==> src/rtl/bra_pkg.sv <==
// bra_pkg: shared types and constants of the bitmap run allocator
// no dependencies; used by the interfaces and every rtl module

package bra_pkg;

  localparam int unsigned CMD_W  = 2;
  localparam int unsigned IDX_W  = 10;
  localparam int unsigned LEN_W  = 11;
  localparam int unsigned CFG_W  = 8;
  localparam int unsigned WORD_W = 32;

  // carry of free bits across words, always below the run length
  localparam int unsigned CARRY_W = 12;

  typedef enum logic [CMD_W-1:0] {
    CMD_SCAN  = 2'd0,
    CMD_WRITE = 2'd1,
    CMD_CLEAR = 2'd2,
    CMD_TEST  = 2'd3
  } bra_cmd_e;

  typedef enum logic [2:0] {
    ST_CLEAR,
    ST_IDLE,
    ST_ACCESS,
    ST_SCAN,
    ST_DONE
  } bra_state_e;

  // per-word scan summary
  typedef struct packed {
    logic       hit_b;  // a whole run fits inside the word
    logic [4:0] ib;     // lowest end position of such a run
    logic [5:0] tz;     // free bits counted up from bit 0
    logic [5:0] lz;     // free bits counted down from bit 31
  } bra_word_info_t;

endpackage

==> src/rtl/bra_intf.sv <==
// bra_intf: request, response and configuration channels of the allocator
// depends on bra_pkg for field widths

interface bra_req_if;
  logic                        valid;
  logic                        ready;
  logic [bra_pkg::CMD_W-1:0]   cmd;
  logic [bra_pkg::IDX_W-1:0]   bit_index;
  logic [bra_pkg::LEN_W-1:0]   run_length;
  logic                        bit_value;

  modport source (output valid, cmd, bit_index, run_length, bit_value, input ready);
  modport sink   (input valid, cmd, bit_index, run_length, bit_value, output ready);
endinterface

interface bra_rsp_if;
  logic                        valid;
  logic                        ready;
  logic                        found;
  logic [bra_pkg::IDX_W-1:0]   start_index;
  logic                        bit_read;

  modport source (output valid, found, start_index, bit_read, input ready);
  modport sink   (input valid, found, start_index, bit_read, output ready);
endinterface

interface bra_cfg_if;
  logic                        valid;
  logic                        ready;
  logic [bra_pkg::CFG_W-1:0]   data;

  modport source (output valid, data, input ready);
  modport sink   (input valid, data, output ready);
endinterface

==> src/rtl/bitmap_run_allocator_top.sv <==
// bitmap_run_allocator_top: first-fit run allocator over a word-organized bitmap
// depends on bra_pkg, bra_intf, bra_mem, bra_word_eval and bra_ctrl
//
//  channel  dir  handshake      payload
//  req_i    in   valid / ready  cmd, bit_index, run_length, bit_value
//  rsp_o    out  valid / ready  found, start_index, bit_read
//  cfg_i    in   valid / ready  data (bytes_in_use), ready tied high
//
// one request at a time; write and test read, then modify or test, then respond
// scan reads one 32-bit word per cycle from the single memory read port,
//   up to the last active word, stopping at the first fit
// clear-all sweeps (MAP_BITS+31)/32 words, one per cycle, then responds
// after reset the same sweep runs with req_i.ready low
// a finished response waits in the output register while the next request is taken

module bitmap_run_allocator_top #(
  parameter int unsigned MAP_BITS = 1024
) (
  input  logic        clk_i,
  input  logic        rst_ni,
  bra_req_if.sink     req_i,
  bra_rsp_if.source   rsp_o,
  bra_cfg_if.sink     cfg_i
);

  localparam int unsigned WordCount = (MAP_BITS + 31) / 32;
  localparam int unsigned AW        = (WordCount > 1) ? $clog2(WordCount) : 1;
  localparam int unsigned LW        = $clog2(MAP_BITS + 1);
  localparam int unsigned MaxBytes  = MAP_BITS / 8;
  localparam int unsigned BW        = ((LW > bra_pkg::CFG_W) ? LW : bra_pkg::CFG_W) + 3;
  localparam logic [bra_pkg::CFG_W-1:0] CfgReset = 8'd128;

  // active bit count: byte count saturated to the map size, times eight
  function automatic logic [LW-1:0] limit_of(input logic [bra_pkg::CFG_W-1:0] bytes);
    logic [BW-1:0] clipped;
    clipped = (BW'(bytes) > BW'(MaxBytes)) ? BW'(MaxBytes) : BW'(bytes);
    return LW'(clipped << 3);
  endfunction

  logic [LW-1:0]                  limit_q;
  logic                           mem_we;
  logic [AW-1:0]                  mem_waddr;
  logic [bra_pkg::WORD_W-1:0]     mem_wdata;
  logic                           mem_re;
  logic [AW-1:0]                  mem_raddr;
  logic [bra_pkg::WORD_W-1:0]     mem_rdata;
  logic                           ev_in_vld;
  logic [AW-1:0]                  ev_in_idx;
  logic [bra_pkg::LEN_W-1:0]      run_len;
  logic                           ev_out_vld;
  logic [AW-1:0]                  ev_out_idx;
  bra_pkg::bra_word_info_t        ev_info;

  assign cfg_i.ready = 1'b1;

  always_ff @(posedge clk_i or negedge rst_ni) begin
    if (!rst_ni) begin
      limit_q <= limit_of(CfgReset);
    end else if (cfg_i.valid) begin
      limit_q <= limit_of(cfg_i.data);
    end
  end

  bra_ctrl #(
    .MAP_BITS (MAP_BITS)
  ) u_ctrl (
    .clk_i       (clk_i),
    .rst_ni      (rst_ni),
    .req_i       (req_i),
    .rsp_o       (rsp_o),
    .limit_i     (limit_q),
    .mem_we_o    (mem_we),
    .mem_waddr_o (mem_waddr),
    .mem_wdata_o (mem_wdata),
    .mem_re_o    (mem_re),
    .mem_raddr_o (mem_raddr),
    .mem_rdata_i (mem_rdata),
    .ev_vld_o    (ev_in_vld),
    .ev_idx_o    (ev_in_idx),
    .run_len_o   (run_len),
    .ev_vld_i    (ev_out_vld),
    .ev_idx_i    (ev_out_idx),
    .ev_info_i   (ev_info)
  );

  bra_mem #(
    .DEPTH  (WordCount),
    .ADDR_W (AW)
  ) u_mem (
    .clk_i   (clk_i),
    .we_i    (mem_we),
    .waddr_i (mem_waddr),
    .wdata_i (mem_wdata),
    .re_i    (mem_re),
    .raddr_i (mem_raddr),
    .rdata_o (mem_rdata)
  );

  bra_word_eval #(
    .MAP_BITS (MAP_BITS)
  ) u_eval (
    .clk_i     (clk_i),
    .rst_ni    (rst_ni),
    .in_vld_i  (ev_in_vld),
    .idx_i     (ev_in_idx),
    .word_i    (mem_rdata),
    .limit_i   (limit_q),
    .run_len_i (run_len),
    .out_vld_o (ev_out_vld),
    .idx_o     (ev_out_idx),
    .info_o    (ev_info)
  );

  // read and write never share a cycle, so no same-word forwarding is needed
  a_mem_port_excl: assert property (@(posedge clk_i) disable iff (!rst_ni)
    !(mem_we && mem_re))
    else $error("memory read and write in the same cycle");

  // a word handed to the scan stage comes from a read issued the cycle before
  a_eval_after_read: assert property (@(posedge clk_i) disable iff (!rst_ni)
    ev_in_vld |-> $past(mem_re))
    else $error("scan word without a preceding memory read");

  a_waddr_range: assert property (@(posedge clk_i) disable iff (!rst_ni)
    mem_we |-> (mem_waddr <= AW'(WordCount - 1)))
    else $error("memory write beyond the last word");

endmodule

==> src/rtl/bra_mem.sv <==
// bra_mem: bitmap word store, one write port and one read port, registered read
// depends on bra_pkg for the word width

module bra_mem #(
  parameter int unsigned DEPTH  = 32,
  parameter int unsigned ADDR_W = 5
) (
  input  logic                         clk_i,
  input  logic                         we_i,
  input  logic [ADDR_W-1:0]            waddr_i,
  input  logic [bra_pkg::WORD_W-1:0]   wdata_i,
  input  logic                         re_i,
  input  logic [ADDR_W-1:0]            raddr_i,
  output logic [bra_pkg::WORD_W-1:0]   rdata_o
);

  logic [bra_pkg::WORD_W-1:0] mem_q [DEPTH];
  logic [bra_pkg::WORD_W-1:0] rdata_q;

  always_ff @(posedge clk_i) begin
    if (we_i) begin
      mem_q[waddr_i] <= wdata_i;
    end
  end

  always_ff @(posedge clk_i) begin
    if (re_i) begin
      rdata_q <= mem_q[raddr_i];
    end
  end

  assign rdata_o = rdata_q;

endmodule

==> src/rtl/bra_word_eval.sv <==
// bra_word_eval: registered per-word summary for the run scan
// depends on bra_pkg (bra_word_info_t, widths)

module bra_word_eval #(
  parameter  int unsigned MAP_BITS = 1024,
  localparam int unsigned WordCount = (MAP_BITS + 31) / 32,
  localparam int unsigned AW = (WordCount > 1) ? $clog2(WordCount) : 1,
  localparam int unsigned LW = $clog2(MAP_BITS + 1),
  localparam int unsigned CW = (LW > AW + 5) ? LW : AW + 5
) (
  input  logic                          clk_i,
  input  logic                          rst_ni,
  input  logic                          in_vld_i,
  input  logic [AW-1:0]                 idx_i,
  input  logic [bra_pkg::WORD_W-1:0]    word_i,
  input  logic [LW-1:0]                 limit_i,
  input  logic [bra_pkg::LEN_W-1:0]     run_len_i,
  output logic                          out_vld_o,
  output logic [AW-1:0]                 idx_o,
  output bra_pkg::bra_word_info_t       info_o
);

  logic [CW-1:0]              lim_c;
  logic [CW-1:0]              idx_c;
  logic [31:0]                mask;
  logic [31:0]                free;
  logic [31:0]                ext [6];
  logic [31:0]                win;
  logic [5:0]                 win_off;
  logic                       len_ok;
  bra_pkg::bra_word_info_t    info;

  logic                       out_vld_q;
  logic [AW-1:0]              idx_q;
  bra_pkg::bra_word_info_t    info_q;

  assign lim_c = CW'(limit_i);
  assign idx_c = CW'(idx_i);

  // bits at or past the active limit count as used
  always_comb begin
    priority if (idx_c < (lim_c >> 5)) begin
      mask = '1;
    end else if (idx_c == (lim_c >> 5)) begin
      mask = (32'd1 << lim_c[4:0]) - 32'd1;
    end else begin
      mask = '0;
    end
  end

  assign free   = ~word_i & mask;
  assign len_ok = (run_len_i <= 11'd32);

  // ext[k]: free window of 2**k bits ending at each position,
  // then windows are chained along the binary digits of the run length
  always_comb begin
    ext[0]  = free;
    for (int k = 1; k < 6; k++) begin
      ext[k] = ext[k-1] & (ext[k-1] << (1 << (k - 1)));
    end
    win     = '1;
    win_off = '0;
    for (int b = 0; b < 6; b++) begin
      if (run_len_i[b]) begin
        win     = win & (ext[b] << win_off);
        win_off = win_off + 6'(1 << b);
      end
    end
  end

  always_comb begin
    info.hit_b = len_ok && (|win);
    info.ib    = '0;
    for (int j = 31; j >= 0; j--) begin
      if (win[j]) begin
        info.ib = 5'(j);
      end
    end
    info.tz = 6'd32;
    for (int j = 31; j >= 0; j--) begin
      if (!free[j]) begin
        info.tz = 6'(j);
      end
    end
    info.lz = 6'd32;
    for (int j = 0; j < 32; j++) begin
      if (!free[j]) begin
        info.lz = 6'(31 - j);
      end
    end
  end

  always_ff @(posedge clk_i or negedge rst_ni) begin
    if (!rst_ni) begin
      out_vld_q <= 1'b0;
    end else begin
      out_vld_q <= in_vld_i;
    end
  end

  always_ff @(posedge clk_i) begin
    if (in_vld_i) begin
      idx_q  <= idx_i;
      info_q <= info;
    end
  end

  assign out_vld_o = out_vld_q;
  assign idx_o     = idx_q;
  assign info_o    = info_q;

endmodule

==> src/rtl/bra_ctrl.sv <==
// bra_ctrl: command sequencer, clearing sweep, scan combine and response register
// depends on bra_pkg and the bra_req_if / bra_rsp_if channels

module bra_ctrl #(
  parameter  int unsigned MAP_BITS = 1024,
  localparam int unsigned WordCount = (MAP_BITS + 31) / 32,
  localparam int unsigned AW = (WordCount > 1) ? $clog2(WordCount) : 1,
  localparam int unsigned LW = $clog2(MAP_BITS + 1),
  localparam int unsigned XW = AW + 5,
  localparam int unsigned IW = (LW > bra_pkg::IDX_W) ? LW : bra_pkg::IDX_W,
  localparam int unsigned SW = (XW > 12) ? XW : 12
) (
  input  logic                          clk_i,
  input  logic                          rst_ni,
  bra_req_if.sink                       req_i,
  bra_rsp_if.source                     rsp_o,
  input  logic [LW-1:0]                 limit_i,
  output logic                          mem_we_o,
  output logic [AW-1:0]                 mem_waddr_o,
  output logic [bra_pkg::WORD_W-1:0]    mem_wdata_o,
  output logic                          mem_re_o,
  output logic [AW-1:0]                 mem_raddr_o,
  input  logic [bra_pkg::WORD_W-1:0]    mem_rdata_i,
  output logic                          ev_vld_o,
  output logic [AW-1:0]                 ev_idx_o,
  output logic [bra_pkg::LEN_W-1:0]     run_len_o,
  input  logic                          ev_vld_i,
  input  logic [AW-1:0]                 ev_idx_i,
  input  bra_pkg::bra_word_info_t       ev_info_i
);

  bra_pkg::bra_state_e            state_q, state_d;
  bra_pkg::bra_cmd_e              cmd_q;
  logic [bra_pkg::IDX_W-1:0]      idx_q;
  logic [bra_pkg::LEN_W-1:0]      len_q;
  logic                           val_q;
  logic                           inrng_q;
  logic [AW-1:0]                  rd_ptr_q, rd_ptr_d;
  logic                           rd_end_q, rd_end_d;
  logic                           rd_vld_q;
  logic [AW-1:0]                  rd_idx_q;
  logic [bra_pkg::CARRY_W-1:0]    carry_q, carry_d;
  logic [AW-1:0]                  clr_ptr_q, clr_ptr_d;
  logic                           clr_rsp_q, clr_rsp_d;
  logic                           res_found_q, res_found_d;
  logic [bra_pkg::IDX_W-1:0]      res_start_q, res_start_d;
  logic                           res_read_q, res_read_d;
  logic                           out_valid_q, out_valid_d;
  logic                           out_found_q;
  logic [bra_pkg::IDX_W-1:0]      out_start_q;
  logic                           out_read_q;

  logic                           accept;
  logic                           issue;
  logic                           out_load;
  logic [XW-1:0]                  req_idx_x;
  logic [XW-1:0]                  cur_idx_x;
  logic                           req_inrng;
  logic [LW-1:0]                  lim_m1;
  logic [AW-1:0]                  last_word;
  logic [SW-1:0]                  base;
  logic [SW-1:0]                  start_a;
  logic [SW-1:0]                  start_b;
  logic                           hit_a;

  assign req_idx_x = XW'(req_i.bit_index);
  assign cur_idx_x = XW'(idx_q);
  assign req_inrng = (IW'(req_i.bit_index) < IW'(limit_i));
  assign lim_m1    = limit_i - LW'(1);
  assign last_word = AW'(lim_m1 >> 5);

  // run that continues from the previous words, or one inside this word
  assign hit_a   = (carry_q + bra_pkg::CARRY_W'(ev_info_i.tz))
                   >= bra_pkg::CARRY_W'(len_q);
  assign base    = SW'(ev_idx_i) << 5;
  assign start_a = base - SW'(carry_q);
  assign start_b = base + SW'(ev_info_i.ib) + SW'(1) - SW'(len_q);

  always_comb begin
    state_d     = state_q;
    rd_ptr_d    = rd_ptr_q;
    rd_end_d    = rd_end_q;
    carry_d     = carry_q;
    clr_ptr_d   = clr_ptr_q;
    clr_rsp_d   = clr_rsp_q;
    res_found_d = res_found_q;
    res_start_d = res_start_q;
    res_read_d  = res_read_q;
    out_valid_d = out_valid_q && !rsp_o.ready;
    out_load    = 1'b0;
    accept      = 1'b0;
    issue       = 1'b0;
    req_i.ready = 1'b0;
    mem_we_o    = 1'b0;
    mem_waddr_o = '0;
    mem_wdata_o = '0;
    mem_re_o    = 1'b0;
    mem_raddr_o = '0;

    unique case (state_q)
      bra_pkg::ST_CLEAR: begin
        mem_we_o    = 1'b1;
        mem_waddr_o = clr_ptr_q;
        if (clr_ptr_q == AW'(WordCount - 1)) begin
          clr_ptr_d = '0;
          state_d   = clr_rsp_q ? bra_pkg::ST_DONE : bra_pkg::ST_IDLE;
        end else begin
          clr_ptr_d = clr_ptr_q + AW'(1);
        end
      end

      bra_pkg::ST_IDLE: begin
        req_i.ready = 1'b1;
        if (req_i.valid) begin
          accept      = 1'b1;
          res_found_d = 1'b1;
          res_start_d = '0;
          res_read_d  = 1'b0;
          unique case (bra_pkg::bra_cmd_e'(req_i.cmd))
            bra_pkg::CMD_SCAN: begin
              res_found_d = 1'b0;
              if ((req_i.run_length != '0) && (limit_i != '0)) begin
                rd_ptr_d = '0;
                rd_end_d = 1'b0;
                carry_d  = '0;
                state_d  = bra_pkg::ST_SCAN;
              end else begin
                state_d  = bra_pkg::ST_DONE;
              end
            end
            bra_pkg::CMD_WRITE,
            bra_pkg::CMD_TEST: begin
              mem_re_o    = 1'b1;
              mem_raddr_o = req_idx_x[XW-1:5];
              state_d     = bra_pkg::ST_ACCESS;
            end
            bra_pkg::CMD_CLEAR: begin
              clr_rsp_d = 1'b1;
              clr_ptr_d = '0;
              state_d   = bra_pkg::ST_CLEAR;
            end
          endcase
        end
      end

      bra_pkg::ST_ACCESS: begin
        if (cmd_q == bra_pkg::CMD_WRITE) begin
          mem_we_o                   = inrng_q;
          mem_waddr_o                = cur_idx_x[XW-1:5];
          mem_wdata_o                = mem_rdata_i;
          mem_wdata_o[idx_q[4:0]]    = val_q;
        end else begin
          res_read_d = inrng_q && mem_rdata_i[idx_q[4:0]];
        end
        state_d = bra_pkg::ST_DONE;
      end

      bra_pkg::ST_SCAN: begin
        if (!rd_end_q) begin
          issue       = 1'b1;
          mem_re_o    = 1'b1;
          mem_raddr_o = rd_ptr_q;
          rd_ptr_d    = rd_ptr_q + AW'(1);
          rd_end_d    = (rd_ptr_q == last_word);
        end
        if (ev_vld_i) begin
          priority if (hit_a) begin
            res_found_d = 1'b1;
            res_start_d = start_a[bra_pkg::IDX_W-1:0];
            state_d     = bra_pkg::ST_DONE;
          end else if (ev_info_i.hit_b) begin
            res_found_d = 1'b1;
            res_start_d = start_b[bra_pkg::IDX_W-1:0];
            state_d     = bra_pkg::ST_DONE;
          end else begin
            carry_d = (ev_info_i.tz == 6'd32) ? carry_q + bra_pkg::CARRY_W'(32)
                                             : bra_pkg::CARRY_W'(ev_info_i.lz);
            if (ev_idx_i == last_word) begin
              state_d = bra_pkg::ST_DONE;
            end
          end
        end
      end

      bra_pkg::ST_DONE: begin
        if (!out_valid_q || rsp_o.ready) begin
          out_load    = 1'b1;
          out_valid_d = 1'b1;
          clr_rsp_d   = 1'b0;
          state_d     = bra_pkg::ST_IDLE;
        end
      end

      default: begin
        state_d = bra_pkg::ST_IDLE;
      end
    endcase
  end

  always_ff @(posedge clk_i or negedge rst_ni) begin
    if (!rst_ni) begin
      state_q     <= bra_pkg::ST_CLEAR;
      rd_ptr_q    <= '0;
      rd_end_q    <= 1'b0;
      rd_vld_q    <= 1'b0;
      carry_q     <= '0;
      clr_ptr_q   <= '0;
      clr_rsp_q   <= 1'b0;
      out_valid_q <= 1'b0;
    end else begin
      state_q     <= state_d;
      rd_ptr_q    <= rd_ptr_d;
      rd_end_q    <= rd_end_d;
      rd_vld_q    <= issue;
      carry_q     <= carry_d;
      clr_ptr_q   <= clr_ptr_d;
      clr_rsp_q   <= clr_rsp_d;
      out_valid_q <= out_valid_d;
    end
  end

  always_ff @(posedge clk_i) begin
    if (accept) begin
      cmd_q   <= bra_pkg::bra_cmd_e'(req_i.cmd);
      idx_q   <= req_i.bit_index;
      len_q   <= req_i.run_length;
      val_q   <= req_i.bit_value;
      inrng_q <= req_inrng;
    end
    if (issue) begin
      rd_idx_q <= rd_ptr_q;
    end
    res_found_q <= res_found_d;
    res_start_q <= res_start_d;
    res_read_q  <= res_read_d;
    if (out_load) begin
      out_found_q <= res_found_q;
      out_start_q <= res_start_q;
      out_read_q  <= res_read_q;
    end
  end

  assign rsp_o.valid       = out_valid_q;
  assign rsp_o.found       = out_found_q;
  assign rsp_o.start_index = out_start_q;
  assign rsp_o.bit_read    = out_read_q;

  assign ev_vld_o  = rd_vld_q;
  assign ev_idx_o  = rd_idx_q;
  assign run_len_o = len_q;

endmodule
==> src/flat_wrapper.sv <==
// flat-port wrapper written by rule: the top's interface ports become plain ports
module bitmap_run_allocator_top_flat 
#(
  parameter int unsigned MAP_BITS = 1024
)
  (clk_i, rst_ni, req_i_valid, req_i_cmd, req_i_bit_index, req_i_run_length, req_i_bit_value, req_i_ready, rsp_o_valid, rsp_o_found, rsp_o_start_index, rsp_o_bit_read, rsp_o_ready, cfg_i_valid, cfg_i_data, cfg_i_ready);
  bra_req_if req_i_i ();
  bra_rsp_if rsp_o_i ();
  bra_cfg_if cfg_i_i ();
  input  logic clk_i;
  input  logic rst_ni;
  input wire logic [$bits(req_i_i.valid)-1:0] req_i_valid;
  input wire logic [$bits(req_i_i.cmd)-1:0] req_i_cmd;
  input wire logic [$bits(req_i_i.bit_index)-1:0] req_i_bit_index;
  input wire logic [$bits(req_i_i.run_length)-1:0] req_i_run_length;
  input wire logic [$bits(req_i_i.bit_value)-1:0] req_i_bit_value;
  output wire logic [$bits(req_i_i.ready)-1:0] req_i_ready;
  output wire logic [$bits(rsp_o_i.valid)-1:0] rsp_o_valid;
  output wire logic [$bits(rsp_o_i.found)-1:0] rsp_o_found;
  output wire logic [$bits(rsp_o_i.start_index)-1:0] rsp_o_start_index;
  output wire logic [$bits(rsp_o_i.bit_read)-1:0] rsp_o_bit_read;
  input wire logic [$bits(rsp_o_i.ready)-1:0] rsp_o_ready;
  input wire logic [$bits(cfg_i_i.valid)-1:0] cfg_i_valid;
  input wire logic [$bits(cfg_i_i.data)-1:0] cfg_i_data;
  output wire logic [$bits(cfg_i_i.ready)-1:0] cfg_i_ready;
  assign req_i_i.valid = req_i_valid;
  assign req_i_i.cmd = req_i_cmd;
  assign req_i_i.bit_index = req_i_bit_index;
  assign req_i_i.run_length = req_i_run_length;
  assign req_i_i.bit_value = req_i_bit_value;
  assign req_i_ready = req_i_i.ready;
  assign rsp_o_valid = rsp_o_i.valid;
  assign rsp_o_found = rsp_o_i.found;
  assign rsp_o_start_index = rsp_o_i.start_index;
  assign rsp_o_bit_read = rsp_o_i.bit_read;
  assign rsp_o_i.ready = rsp_o_ready;
  assign cfg_i_i.valid = cfg_i_valid;
  assign cfg_i_i.data = cfg_i_data;
  assign cfg_i_ready = cfg_i_i.ready;
  bitmap_run_allocator_top #(.MAP_BITS(MAP_BITS)) u_core (.clk_i(clk_i), .rst_ni(rst_ni), .req_i(req_i_i), .rsp_o(rsp_o_i), .cfg_i(cfg_i_i));
endmodule
==> config.mk <==
export PLATFORM = sky130hd
export DESIGN_NAME = bitmap_run_allocator_top_flat
export DESIGN_NICKNAME = d
export VERILOG_FILES = /design/src/rtl/bra_pkg.sv /design/src/rtl/bra_intf.sv /design/src/rtl/bitmap_run_allocator_top.sv /design/src/rtl/bra_mem.sv /design/src/rtl/bra_word_eval.sv /design/src/rtl/bra_ctrl.sv /design/src/flat_wrapper.sv
export SDC_FILE = /design/constraint.sdc
export NUM_CORES = 2
export LEC_CHECK = 0
export ABC_AREA = 1
export BUFFER_PORTS_ARGS = -buffer_cell sky130_fd_sc_hd__buf_2
export CORE_MARGIN = 2
export CORE_UTILIZATION = 45
export CTS_CLUSTER_DIAMETER = 100
export DETAILED_ROUTE_END_ITERATION = 8
export GPL_ROUTABILITY_DRIVEN = 0
export MAX_ROUTING_LAYER = met4
export SLEW_MARGIN = 20
export SYNTH_ARGS = -nofsm -noshare
export SYNTH_HDL_FRONTEND = slang
export SYNTH_SLANG_ARGS = --single-unit
==> constraint.sdc <==
create_clock -name clk_i -period 5.35 [get_ports clk_i]
set_clock_uncertainty 0.15 [all_clocks]
set_input_delay 1.07 -clock clk_i [delete_from_list [all_inputs] [get_ports clk_i]]
set_output_delay 1.07 -clock clk_i [all_outputs]
set_load 0.1 [all_outputs]
==> impl_metrics.py <==
metrics = {
    "logic_synthesis": {
        "syn_nets": 4585,
        "ys_top_cells_by_area": "edfxtp_1 (64%), o211ai_1 (5.5%), nor2_1 (5.2%)",
        "ys_seq_area_share_pct": 66.0,
        "synthTopCellsByCount": "edfxtp_1 (1133), nor2_1 (736), o211ai_1 (390)",
        "yosys_warnings": 0,
        "synth_flop_cell": "edfxtp_1",
        "ys_ff_latch": 1171,
        "synth.most_common_cell": "edfxtp_1",
        "netlist.area_leader.share_pct": 64.2,
        "netlist_area_um2": 53000,
        "synthCells": 4491,
        "synth_async_sr_flop_share_pct": 3.25,
        "synth.largest_area_cell": "edfxtp_1",
        "syn_avg_cell_area_um2": 11.8,
        "synth_edf_count": 1133,
        "synth_cell_types": 67,
    },
    "min_path": {
        "min_from": "u_core.u_ctrl.res_start_q[5]",
        "hold_end": "u_core.u_ctrl.rsp_o.start_index[5]",
        "hold_path_class": "flip-flop to flip-flop",
        "hold_depth": 0,
    },
    "floorplanning": {
        "core_um2": 117000,
        "die_h_um": 347,
        "io_pins": 52,
        "rows": 125,
        "dieWidth_um": 347,
        "initial_core_util_pct": 45.5,
        "die_area_um2": 120000,
    },
    "worst_setup_path": {
        "end_kind": "flip-flop",
        "crit_top_cell": "nand2_1",
        "arrival_ns": 5.45,
        "r2r-end": "u_core.u_eval.info_o[12]",
        "slowest_stage": "a211oi_1",
        "max_stage_delay_ns": 0.45,
        "startpoint_type": "flip-flop",
        "reg2reg_setup_slack_ns": 0.35,
        "ff2ff_path_depth": 43,
        "cp_max_fo": 6,
        "r2r_start": "u_core.limit_q[8]",
        "critPathKind": "flip-flop to flip-flop",
        "worstPathRequired_ns": 5.80,
    },
    "clock_tree": {
        "h-tree-depth": 3,
        "clock_sinks": 1171,
        "cts-root-buf": "clkbuf_16",
        "clk_pin_slew_worst_paths_ns": 0.07,
        "insertion_delay_ns": 0.73,
        "clk_path_buf_depth": 3,
        "cts_inserted_buffers": 120,
        "cts_hold_buf": 0,
        "cts_tree": "built",
    },
    "power_and_ir_drop": {
        "power.density_nw_per_um2": 436,
        "p_leak_nw": 19.9,
        "irDropWorstVdd_mv": 0.365,
    },
    "placed_design": {
        "pre_cts_ws_ns": 0.322,
        "dpl.hpwl_um": 94700,
        "portBuffers": 50,
    },
    "sta": {
        "fin_crit_sh_pct": 93.4,
        "tightest_slew_ns": 1.09,
        "setup_violations": 0,
        "fmax_mhz": 200,
        "maxSlewHeadroom_pct": 27.6,
        "timing.final.hold_violations": 0,
        "finalWorstSetupSlack_ns": 0.354,
        "fin_crit_ns": 5.00,
        "drv_slew": 0,
        "hold_ws_ns": 0.271,
    },
    "finish": {
        "drive_gt1_share_pct": 17.7,
        "areaGrowthSynthToFinish_pct": 13.7,
        "layout.nets": 4678,
    },
    "route": {
        "first_pass_iters": 8,
        "ant_nets": 0,
        "routedWlPerCell_um": 24.6,
        "vias": 37284,
        "viasPerCell": 6.01,
        "drc": 0,
        "totalWireLength_um": 153000,
        "drt-initial-drc-count": 4345,
    },
    "global_route": {
        "grt-ovfl-total": 0,
        "grt_pass1_wl_um": 228000,
        "antenna_found_initial": 0,
        "grt_max_degree": 91,
        "first_global_vias": 35456,
        "track_usage_pct": 25.7,
    },
    "job": {
        "max_cap_viol_count": 0,
    },
    "run_status": {
        "status": "finished clean",
    },
}
## per-stage QoR
step                utilization (%)  setup TNS, ns  power (mW)  instance area [um2]  std cells
finish                         51.7              0        26.2                60200       6208
global route                   51.7        -0.0428        27.4                60200       6207
CTS                            51.5              0        26.2                60000       6198
detailed placement             48.3              0        18.3                56300       5977
global placement               48.3              0        18.3                56300       5977
floorplan                         -              0        15.7                53000       4491
## state kept, by name, summed over array words and instances (netlist names), 8 cells and up
| name | count |
|---|---|
| u_core.limit_q | 8 |
| u_core.u_ctrl.carry_q | 12 |
| u_core.u_ctrl.cur_idx_x | 10 |
| u_core.u_ctrl.res_start_q | 10 |
| u_core.u_ctrl.rsp_o.start_index | 10 |
| u_core.u_ctrl.run_len_o | 11 |
| u_core.u_eval.info_o | 18 |
| u_core.u_mem.mem_q | 1024 |
| u_core.u_mem.rdata_o | 32 |
## routing by layer
metal	global-route usage, %	vias to the layer above	routed length, um
met1	34.5	18523	64600
met2	40.6	1597	72500
met4	7.83	0	4510
met3	3.58	297	11100
li1	-	16867	-
met5	-	-	0
## area by class of cell
cell class | instances | area [um2]
Timing Repair Buffer | 241 | 2070
Antenna cell | 1 | 2.50
Clock buffer | 142 | 3110
Sequential cell | 1171 | 35000
Multi-Input combinational cell | 2819 | 16700
Tap cell | 1524 | 1910
Inverter | 231 | 876
Fill cell | 9877 | 56300
Clock inverter | 79 | 582
## where the power goes
part | total [mW] | switching, mW | leakage (nW) | internal [mW]
Combinational | 7.06 | 4.93 | 7.72 | 2.13
Clock | 7.91 | 3.53 | 1.81 | 4.38
Sequential | 11.3 | 0.363 | 10.4 | 10.9
## critical path, delay by kind of cell (launching register included)
kind                     cells  cell delay, ns
AND/OR/NAND/NOR             36            2.76
flip-flops                   1            0.38
buffers and inverters        2            0.28
AO/OA/AOI/OAI                4            0.94
adder cells (fa/ha/maj)      1            0.31
## timing repair
| action | in CTS | in global routing |
|---|---|---|
| gates resized for setup | 0 | 38 |
| setup buffers | 0 | 9 |
| setup endpoints to repair | 0 | 3 |
## cells by family (layout without fill, tap and decap cells)
kind of cell	count (synthesis)	after routing	share of synthesized area, %
AND/OR/NAND/NOR	1646	1646	14.1
flip-flops	1171	1171	66.0
AO/OA/AOI/OAI	1076	1076	14.2
buffers and inverters	501	693	3.63
adder cells (fa/ha/maj)	57	57	1.38
XOR/XNOR	35	35	0.579
multiplexers	4	4	0.0756
other	1	2	0.00708
## how the worst max path moves through the flow
stage | startpoint | to | slack [ns] | depth (start not counted)
after floorplan | u_core.u_ctrl.state_q[2] | u_core.u_mem.rdata_o[10] | 0.16 | 16
after global placement | u_core.limit_q[8] | u_core.u_eval.info_o[12] | 0.21 | 40
after detailed placement | u_core.limit_q[8] | u_core.u_eval.info_o[12] | 0.32 | 39
after CTS | u_core.limit_q[8] | u_core.u_eval.info_o[12] | 0.30 | 39
after global routing | u_core.limit_q[8] | u_core.u_eval.info_o[12] | -0.04 | 48
final | u_core.limit_q[8] | u_core.u_eval.info_o[12] | 0.35 | 43
## layout by cell type, fill, tap and decap left out, types with 21 or more instances in the layout
| cell | instances |
|---|---|
| xor2_1 | 28 |
| clkinv_1 | 45 |
| clkbuf_16 | 121 |
| or2_2 | 257 |
| o22ai_1 | 29 |
| nor3_1 | 54 |
| buf_4 | 159 |
| dfrtp_1 | 36 |
| a31oi_1 | 45 |
| o31ai_1 | 134 |
| nor2_4 | 50 |
| clkbuf_1 | 21 |
| edfxtp_1 | 1133 |
| a21oi_1 | 118 |
| buf_12 | 31 |
| o21ai_0 | 149 |
| clkinv_2 | 25 |
| nand3_1 | 110 |
| buf_2 | 50 |
| o311ai_0 | 128 |
| ha_1 | 55 |
| nor2_1 | 686 |
| o211ai_1 | 390 |
| inv_1 | 215 |
| nor2_2 | 22 |
| nand2_1 | 362 |
| nor3_2 | 29 |
No activity file was read; power rests on OpenSTA's default activity.
